File: src/design/sva_pkg.sv
// sva_pkg: types and constants shared by the voice allocator modules
// no dependencies
`timescale 1ns / 1ps
`default_nettype none
package sva_pkg;
   localparam int VOICES_DEF = 18;
   localparam int CHANNELS_DEF = 16;
   localparam logic [28:0] AGE_MASK = 29'h1fffffff;
   localparam logic [6:0] HOLD_LEVEL = 7'h40;
   localparam logic [6:0] PERC_LOW = 7'd35;
   localparam logic [6:0] PERC_HIGH = 7'd81;

   typedef enum logic [2:0] {
      CMD_NOTE_ON = 3'd0, CMD_NOTE_OFF = 3'd1, CMD_SUSTAIN = 3'd2, CMD_NOTES_OFF = 3'd3,
      CMD_SOUNDS_OFF = 3'd4, CMD_STOP_ALL = 3'd5, CMD_RESET_CH = 3'd6, CMD_TOUCH = 3'd7
   } cmd_type;

   typedef enum logic [1:0] {
      ACT_ON_PRI = 2'd0, ACT_ON_SEC = 2'd1, ACT_OFF = 2'd2, ACT_KILL = 2'd3
   } act_type;

   localparam logic [1:0] REG_VOICES = 2'd0;
   localparam logic [1:0] REG_PERC = 2'd1;
   localparam logic [1:0] REG_SINGLE = 2'd2;

   typedef struct packed {
      logic [2:0]  command;
      logic [3:0]  midi_channel;
      logic [6:0]  note_number;
      logic [6:0]  event_value;
      logic        double_voice;
      logic [31:0] now;
   } req_type;

   typedef struct packed {
      logic [4:0] voice;
      logic [1:0] action;
      logic [3:0] owner_channel;
      logic [6:0] voice_note;
      logic       last;
   } rsp_type;

   // one voice entry as held in memory
   typedef struct packed {
      logic [3:0]  owner;
      logic        free;
      logic [6:0]  note;
      logic        sustained;
      logic        secondary;
      logic [28:0] stamp;
   } voice_type;
endpackage
`default_nettype wire

File: src/design/synth_voice_allocator_top.sv
// synth_voice_allocator_top: voice allocator, sequencer over the voice memory
// depends on sva_pkg, sva_ram
//
//  channel | direction | handshake        | payload
//  req_    | in        | valid / stall    | sva_pkg::req_type
//  rsp_    | out       | valid / stall    | sva_pkg::rsp_type
//  csr_    | in        | write enable     | index, 6-bit data
//
// one transaction at a time: the request is accepted, then decoded, and held results
// are flushed at the end; each pass reads the n scanned voices, one memory read a
// cycle while no result is stalled; note-on needs up to two passes, each followed by
// S_PICK, S_OCC_WT and S_OCC to take the chosen voice
// each result stalls the pass until rsp_stall lets it go
// after reset a clearing pass zeroes the voice memory; the pedals are reset registers
`timescale 1ns / 1ps
`default_nettype none
module synth_voice_allocator_top #(
   parameter int VOICES = sva_pkg::VOICES_DEF,
   parameter int MIDI_CHANNELS = sva_pkg::CHANNELS_DEF
) (
   input  wire logic              clock,
   input  wire logic              reset,
   input  wire logic              req_valid,
   output logic                   req_stall,
   input  wire sva_pkg::req_type  req_data,
   output logic                   rsp_valid,
   input  wire logic              rsp_stall,
   output sva_pkg::rsp_type       rsp_data,
   input  wire logic              csr_write,
   input  wire logic [1:0]        csr_index,
   input  wire logic [5:0]        csr_data
);
   import sva_pkg::*;

   localparam int VW = (VOICES > 1) ? $clog2(VOICES) : 1;
   localparam int VW1 = $clog2(VOICES + 1);

   typedef enum logic [3:0] {
      S_CLEAR, S_IDLE, S_DECODE, S_SCAN, S_WAIT, S_PICK, S_OCC_RD, S_OCC_WT, S_OCC,
      S_DONE
   } state_type;

   state_type state_ff;
   req_type   req_ff;
   logic [5:0] nvoices_ff;
   logic [3:0] perc_ff;
   logic       single_ff;
   logic [6:0] pedal_ff [16];

   // scan bookkeeping
   logic [VW1-1:0] idx_ff;       // address issued
   logic           rdv_ff;       // read data valid this cycle
   logic [VW-1:0]  rdaddr_ff;    // address of read data
   logic [1:0]     phase_ff;     // 0 release/touch pass, 1 first pick, 2 second pick
   logic [31:0]    best_ff;
   logic [VW-1:0]  bv_ff;
   logic           pend_ff;      // result held waiting for more
   rsp_type        pend_data_ff;
   logic           out_v_ff;
   rsp_type        out_d_ff;

   // memory port
   logic           wr_en;
   logic [VW-1:0]  wr_addr, rd_addr;
   voice_type      wr_data, rd_data;

   sva_ram #(.WIDTH($bits(voice_type)), .DEPTH(VOICES)) u_voice_ram (
      .clock(clock), .wr_en(wr_en), .wr_addr(wr_addr), .wr_data(wr_data),
      .rd_addr(rd_addr), .rd_data(rd_data)
   );

   logic [VW1-1:0] n_scan;
   assign n_scan = ({1'b0, nvoices_ff} > 7'(VOICES)) ? VW1'(VOICES) : VW1'(nvoices_ff);

   logic [6:0] ch_pedal;
   assign ch_pedal = (32'(req_ff.midi_channel) < MIDI_CHANNELS) ?
                     pedal_ff[req_ff.midi_channel] : 7'd0;
   logic hold;
   assign hold = ch_pedal >= HOLD_LEVEL;

   // per-entry decision on the read data
   logic owned, same;
   assign owned = !rd_data.free && rd_data.owner == req_ff.midi_channel;
   assign same  = owned && rd_data.note == req_ff.note_number;
   logic [31:0] score;
   always_comb begin
      score = {3'b000, 29'(req_ff.now[28:0] - rd_data.stamp)};
      score[31] = rd_data.free;
      score[30] = same;
      score[29] = rd_data.sustained;
   end

   logic       is_off, emit_rel, kill_rel, set_sust, touch;
   always_comb begin
      is_off = (req_ff.command == CMD_NOTE_OFF) ||
               (req_ff.command == CMD_NOTE_ON && req_ff.event_value == 7'd0);
      emit_rel = 1'b0; kill_rel = 1'b0; set_sust = 1'b0; touch = 1'b0;
      if (is_off) begin
         if (same) begin
            if (hold) set_sust = 1'b1;
            else emit_rel = 1'b1;
         end
      end else begin
         case (req_ff.command)
            CMD_SUSTAIN: emit_rel = req_ff.event_value < HOLD_LEVEL && owned &&
                                    rd_data.sustained;
            CMD_NOTES_OFF: begin
               if (owned) begin
                  if (hold) set_sust = 1'b1;
                  else emit_rel = 1'b1;
               end
            end
            CMD_SOUNDS_OFF: emit_rel = owned;
            CMD_STOP_ALL: begin
               emit_rel = !rd_data.free;
               kill_rel = 1'b1;
            end
            CMD_TOUCH: touch = owned;
            default: ;
         endcase
      end
   end

   logic out_free;
   assign out_free = !out_v_ff || !rsp_stall;
   // a new result can be queued when the pending slot is empty or moves out now
   logic can_push;
   assign can_push = !pend_ff || out_free;

   logic perc_skip;
   assign perc_skip = req_ff.midi_channel == perc_ff &&
                      (req_ff.note_number < PERC_LOW || req_ff.note_number > PERC_HIGH);

   logic [VW-1:0] clr_ff;
   logic          scan_step;

   // held result leaves with last set at the end of the transaction
   logic flush;
   assign flush = state_ff == S_DONE && pend_ff && out_free;

   assign req_stall = state_ff != S_IDLE;
   assign rsp_valid = out_v_ff;
   assign rsp_data  = out_d_ff;

   // combinational memory control and push
   logic     push;
   rsp_type  push_d;
   always_comb begin
      wr_en = 1'b0; wr_addr = rdaddr_ff; wr_data = rd_data;
      rd_addr = idx_ff[VW-1:0];
      push = 1'b0; push_d = '0;
      scan_step = 1'b0;
      case (state_ff)
         S_CLEAR: begin
            wr_en = 1'b1; wr_addr = clr_ff; wr_data = '0;
         end
         S_SCAN, S_WAIT: begin
            scan_step = can_push;
            // a stalled step keeps the entry under work on the read port
            rd_addr = can_push ? idx_ff[VW-1:0] : rdaddr_ff;
            if (rdv_ff && phase_ff == 2'd0 && can_push) begin
               if (emit_rel) begin
                  push = 1'b1;
                  push_d.voice = 5'(rdaddr_ff);
                  push_d.action = kill_rel ? ACT_KILL : ACT_OFF;
                  push_d.owner_channel = rd_data.owner;
                  push_d.voice_note = rd_data.note;
                  wr_en = 1'b1;
                  wr_data.free = 1'b1;
                  wr_data.stamp = req_ff.now[28:0];
                  wr_data.sustained = 1'b0;
                  wr_data.secondary = 1'b0;
               end else if (set_sust) begin
                  wr_en = 1'b1; wr_data.sustained = 1'b1;
               end else if (touch) begin
                  wr_en = 1'b1; wr_data.stamp = req_ff.now[28:0];
               end
            end
         end
         S_OCC_WT: rd_addr = bv_ff;
         S_OCC: begin
            rd_addr = bv_ff;
            // kill, then key on; the two results are pushed in turn, selected by idx_ff[0]
            if (can_push) begin
               push = 1'b1;
               push_d.voice = 5'(bv_ff);
               if (!idx_ff[0]) begin
                  push_d.action = ACT_KILL;
                  push_d.owner_channel = rd_data.owner;
                  push_d.voice_note = rd_data.note;
               end else begin
                  push_d.action = (phase_ff == 2'd2) ? ACT_ON_SEC : ACT_ON_PRI;
                  push_d.owner_channel = req_ff.midi_channel;
                  push_d.voice_note = req_ff.note_number;
                  wr_en = 1'b1; wr_addr = bv_ff;
                  wr_data.owner = req_ff.midi_channel;
                  wr_data.note = req_ff.note_number;
                  wr_data.free = 1'b0;
                  wr_data.sustained = 1'b0;
                  wr_data.secondary = phase_ff == 2'd2;
                  wr_data.stamp = req_ff.now[28:0];
               end
            end
         end
         default: ;
      endcase
   end

   always_ff @(posedge clock) begin
      if (reset) begin
         state_ff <= S_CLEAR;
         clr_ff <= '0;
         nvoices_ff <= 6'd9; perc_ff <= 4'd15; single_ff <= 1'b0;
         for (int c = 0; c < 16; c++) pedal_ff[c] <= 7'd0;
         out_v_ff <= 1'b0; pend_ff <= 1'b0; rdv_ff <= 1'b0;
         idx_ff <= '0; phase_ff <= 2'd0;
      end else begin
         if (csr_write) begin
            case (csr_index)
               REG_VOICES: nvoices_ff <= csr_data;
               REG_PERC:   perc_ff <= csr_data[3:0];
               REG_SINGLE: single_ff <= csr_data[0];
               default: ;
            endcase
         end
         // output staging: pending result goes out when next arrives or at end
         if (push && pend_ff) begin
            out_v_ff <= 1'b1; out_d_ff <= pend_data_ff;
         end else if (flush) begin
            out_v_ff <= 1'b1;
            out_d_ff <= '{voice: pend_data_ff.voice, action: pend_data_ff.action,
                          owner_channel: pend_data_ff.owner_channel,
                          voice_note: pend_data_ff.voice_note, last: 1'b1};
         end else if (out_free) out_v_ff <= 1'b0;
         if (push) begin
            pend_ff <= 1'b1; pend_data_ff <= push_d;
         end else if (flush) pend_ff <= 1'b0;
         case (state_ff)
            S_CLEAR: begin
               clr_ff <= clr_ff + 1'b1;
               if (32'(clr_ff) == VOICES - 1) state_ff <= S_IDLE;
            end
            S_IDLE: begin
               if (req_valid) begin
                  req_ff <= req_data;
                  state_ff <= S_DECODE;
               end
            end
            S_DECODE: begin
               idx_ff <= '0; rdv_ff <= 1'b0;
               best_ff <= '0; bv_ff <= '0;
               if (req_ff.command == CMD_SUSTAIN &&
                   32'(req_ff.midi_channel) < MIDI_CHANNELS)
                  pedal_ff[req_ff.midi_channel] <= req_ff.event_value;
               if (req_ff.command == CMD_RESET_CH &&
                   32'(req_ff.midi_channel) < MIDI_CHANNELS)
                  pedal_ff[req_ff.midi_channel] <= 7'd0;
               if (req_ff.command == CMD_NOTE_ON && req_ff.event_value != 7'd0) begin
                  phase_ff <= 2'd1;
                  state_ff <= perc_skip ? S_DONE : S_SCAN;
               end else begin
                  phase_ff <= 2'd0;
                  state_ff <= (req_ff.command == CMD_RESET_CH) ? S_DONE : S_SCAN;
               end
            end
            S_SCAN, S_WAIT: begin
               if (scan_step) begin
                  if (rdv_ff && phase_ff != 2'd0 && score > best_ff) begin
                     best_ff <= score; bv_ff <= rdaddr_ff;
                  end
                  if (state_ff == S_SCAN && idx_ff < n_scan) begin
                     rdv_ff <= 1'b1; rdaddr_ff <= idx_ff[VW-1:0];
                     idx_ff <= idx_ff + 1'b1;
                  end else begin
                     rdv_ff <= 1'b0;
                     if (state_ff == S_WAIT || !rdv_ff)
                        state_ff <= (phase_ff == 2'd0) ? S_DONE : S_PICK;
                     else state_ff <= S_WAIT;
                  end
               end
            end
            S_PICK: begin
               idx_ff <= '0;
               if (phase_ff == 2'd2 && !best_ff[31]) state_ff <= S_DONE;
               else state_ff <= S_OCC_WT;
            end
            S_OCC_WT: state_ff <= S_OCC;
            S_OCC: begin
               if (can_push) begin
                  if (!idx_ff[0]) idx_ff <= VW1'(1);
                  else begin
                     idx_ff <= '0; rdv_ff <= 1'b0; best_ff <= '0; bv_ff <= '0;
                     if (phase_ff == 2'd1 && req_ff.double_voice && !single_ff &&
                         n_scan != '0) begin
                        phase_ff <= 2'd2; state_ff <= S_SCAN;
                     end else state_ff <= S_DONE;
                  end
               end
            end
            S_DONE: begin
               if (!pend_ff || flush) state_ff <= S_IDLE;
            end
            default: state_ff <= S_IDLE;
         endcase
      end
   end
endmodule
`default_nettype wire

File: src/design/sva_ram.sv
// sva_ram: generic single-port-write, single-read ram with registered read
// no dependencies
`timescale 1ns / 1ps
`default_nettype none
module sva_ram #(
   parameter int WIDTH = 8,
   parameter int DEPTH = 16
) (
   input  wire logic                     clock,
   input  wire logic                     wr_en,
   input  wire logic [$clog2(DEPTH)-1:0] wr_addr,
   input  wire logic [WIDTH-1:0]         wr_data,
   input  wire logic [$clog2(DEPTH)-1:0] rd_addr,
   output logic      [WIDTH-1:0]         rd_data
);
   logic [WIDTH-1:0] mem [DEPTH];
   always_ff @(posedge clock) begin
      if (wr_en) mem[wr_addr] <= wr_data;
      rd_data <= mem[rd_addr];
   end
endmodule
`default_nettype wire

File: config.mk
export PLATFORM = sky130hd
export DESIGN_NAME = synth_voice_allocator_top
export DESIGN_NICKNAME = d
export VERILOG_FILES = /design/src/design/sva_pkg.sv /design/src/design/synth_voice_allocator_top.sv /design/src/design/sva_ram.sv
export SDC_FILE = /design/constraint.sdc
export NUM_CORES = 1
export LEC_CHECK = 0
export BUFFER_PORTS_ARGS = -buffer_cell sky130_fd_sc_hd__buf_2
export CORE_ASPECT_RATIO = 0.6
export CORE_MARGIN = 4
export CORE_UTILIZATION = 46
export CTS_CLUSTER_DIAMETER = 40
export DETAILED_ROUTE_END_ITERATION = 8
export GPL_TIMING_DRIVEN = 1
export SLEW_MARGIN = 25
export SYNTH_ARGS = -nofsm -noshare
export SYNTH_HDL_FRONTEND = slang
export SYNTH_SLANG_ARGS = --single-unit
export TNS_END_PERCENT = 20
File: constraint.sdc
create_clock -name clock -period 14.6 [get_ports clock]
set_input_delay 4.38 -clock clock [delete_from_list [all_inputs] [get_ports clock]]
set_output_delay 4.38 -clock clock [all_outputs]
set_load 0.05 [all_outputs]
==> results.cfg <==
[run_status]
outcome = finished clean

[cells_and_area]
nets = 3187
layout_commonest_cell = edfxtp_1
drive_above_1_share_pct = 12.4
final_cell_mix = edfxtp_1, nand2_1, nor2_1, clkbuf_16, nand3_1
antennaDiodeCount = 0
area_growth_pct = 13.1

[logic_synthesis]
synth_fa_ha_area_share_pct = 2.11
synth_simple_gate_area_share_pct = 10.8
yosys-mux-area-fraction_pct = 2.68
syn_nets = 3116
syn_avg_cell_area_um2 = 13.6
synth_top_family_by_area = simple AND/OR/NAND/NOR gates
synth_cells = 2981
synth_area_leaders = edfxtp_1, nand2_1, dfxtp_1, mux2i_1, ha_1
ys_seq_area_share_pct = 70.5
yosysTopAreaCell = edfxtp_1
synth_area_um2 = 40600
async_flop_share_pct = 0
synth_edf_count = 902
yosys_register_bits = 978
synth_ff_type = edfxtp_1
synth-xor-area-share_pct = 0.992
synth_warnings = 0
yosys.cell_types.count = 70
synth-compound-area-share_pct = 10.4
yosysTopAreaCellShare_pct = 66.7

[placed_design]
portBuffers = 84
dp_hpwl_mm = 60.3
place.gp.congestion = 0.844
dp_slack_ns = 4.87

[sta]
fmax_ghz = 0.109
fin_ws_ns = 5.40
fin_crit_sh_pct = 63.0
slew_headroom_pct = 25.9
fin_hold_ws_ns = 0.415
finalSetupViolCount = 0
timing.setup.tns_ns = 0
finalMaxSlewViolations = 0
clock_skew_ns = 0.0278
period_needed_ns = 9.20
grt_setup_unrepaired = false
tightestPinTransition_ns = 1.11
final-hold-violation-count = 0

[clocking]
clk_path_buf_depth = 3
cts_buffers = 103
tritoncts = done
cts_sinks = 978
cts-root-buf = clkbuf_16
clk_latency_ns = 0.70
clk_pin_slew_ns = 0.06
h-tree-depth = 3
ctsHoldBuffers = 0
cts_resized = 0
post_cts_buffers = 0

[critical_path]
critPathCaptureType = register
r2r_setup_slack_ns = 8.26
critPathMaxFanout = 61
crit_required_ns = 15.21
regToRegStartpoint = state_ff[3]$_SDFFE_PP0P_
cp-start-kind = input pin
r2r_cells = 11
cp.arrival_ns = 9.81
worstSetupPathType = input pin to register
r2r_end = u_voice_ram.rd_data[18]$_DFF_P_

[floorplan]
initial_core_util_pct = 46.4
coreArea_um2 = 87500
die_width_um = 392
fp.dieH_um = 238
dieArea_um2 = 93200
core.rowCount = 84
ios = 88

[grt]
grt_max_degree = 167
antenna_found_initial = 2
gr-total-overflow = 0
first_global_vias = 25086
grtUsageTotal_pct = 23.7
grt_first_pass_wirelength_mm = 163

[drt]
drc = 0
viasPerCell = 6.09
dr.pass1.iters = 8
final_antenna_net_count = 0
num_vias = 26189
drt_iter0_markers = 3039
routed_wl_mm = 112
wire_per_inst_um = 26.0

[hold_path]
hp-class = register to register
hold_end = rsp_data[14]$_DFFE_PP_
hold_depth = 0
hp-start = pend_data_ff[14]$_DFFE_PP_

[power]
peakVddDrop_uv = 148
p_leak_nw = 15.9
power.density_nw_per_um2 = 218

[job]
maxCapViolations = 0
## cells by family (layout without fill, tap and decap cells)
group / count (synthesis) / after routing
adder cells (fa/ha/maj): 68 / 68
buffers and inverters: 253 / 412
AO/OA/AOI/OAI: 584 / 584
XOR/XNOR: 46 / 46
multiplexers: 103 / 103
AND/OR/NAND/NOR: 949 / 949
flip-flops: 978 / 978
## through the flow
step           util [%]  power (mW)  instance area (µm²)  std cells
2_1_floorplan         -        6.17                40600       2981
3_3_place_gp       48.4        7.20                42400       4107
3_5_place_dp       48.4        7.31                42400       4108
4_1_cts            52.4        10.0                45900       4301
5_1_grt            52.4        10.4                45900       4301
6_report           52.4        10.0                45900       4301
## registers in the layout, summed over array words and instances (netlist names), 5 cells and up, named ones only
register,cells
pedal_ff,16
rsp_data,19
req_ff,51
pend_data_ff,18
u_voice_ram.mem,756
clr_ff,5
idx_ff,5
u_voice_ram.rd_data,42
bv_ff,5
nvoices_ff,6
rdaddr_ff,5
best_ff,32
## synthesized netlist by cell type, types with 6 or more instances
library cell  instances
xnor2_1              32
or3_1                10
nor4_1                6
a211oi_1             89
o22ai_1              96
nand3_1             104
a21o_1               24
a21oi_1              98
clkbuf_1            125
and3_1               92
nor3b_1               8
nor2b_1              13
xor2_1               14
and2_1               36
a31oi_1              90
o21bai_1              7
a22o_1               57
buf_2                29
nand2b_1             25
a221oi_2             30
a221oi_1             14
ha_1                 67
dfxtp_1              76
nand4_1              14
buf_1                13
inv_1                80
edfxtp_1            902
a211o_1               8
o21a_1                6
nand3b_1              6
mux2i_1              95
nor3_1               63
o21ai_0              24
nor2_1              138
nand2_1             417
## how the worst max path moves through the flow
| stage | from | to | slack, ns | cells after the start |
|---|---|---|---|---|
| after global placement | rsp_stall | u_voice_ram.rd_data[18]$_DFF_P_ | 4.96 | 12 |
| after floorplan | rsp_stall | best_ff[0]$_SDFFCE_PN0P_ | 3.34 | 3 |
| after CTS | rsp_stall | u_voice_ram.rd_data[18]$_DFF_P_ | 5.61 | 12 |
| final | rsp_stall | u_voice_ram.rd_data[18]$_DFF_P_ | 5.40 | 12 |
| after detailed placement | rsp_stall | u_voice_ram.rd_data[18]$_DFF_P_ | 4.87 | 12 |
| after global routing | rsp_stall | u_voice_ram.rd_data[18]$_DFF_P_ | 5.19 | 12 |
## critical path, stage by stage
cell	delay [ns]
buf_2	0.10
nand3_1	0.37
or3_1	0.54
nand3_4	0.59
buf_4	0.64
and2_4	0.75
buf_4	0.81
buf_4	0.72
nand2_1	0.12
a31oi_1	0.20
o22ai_1	0.19
nor3_1	0.19
## per-layer routing
metal,vias to the layer above,global-route usage [%],routed length [µm]
met5,-,0,18
met4,2,5.63,2140
met3,177,4.82,11200
met2,1328,35.0,48700
met1,13167,36.2,49900
li1,11515,-,-
## power by group
part	internal (mW)	switching (mW)	total, mW	leakage, nW
clock	1.54	1.14	2.68	1.68
combinational	0.830	2.21	3.04	5.23
sequential	4.09	0.187	4.28	8.99
total	6.46	3.54	10.0	15.9
## layout make-up
class	instances	area (µm²)
flip-flops and latches	978	28600
clock buffers	127	2750
inverters	80	300
clock inverters	66	743
fillers	7185	41600
multi-input cells	1750	11200
well taps	1161	1450
repair buffers	139	871
(Power assumes the default switching activity.)
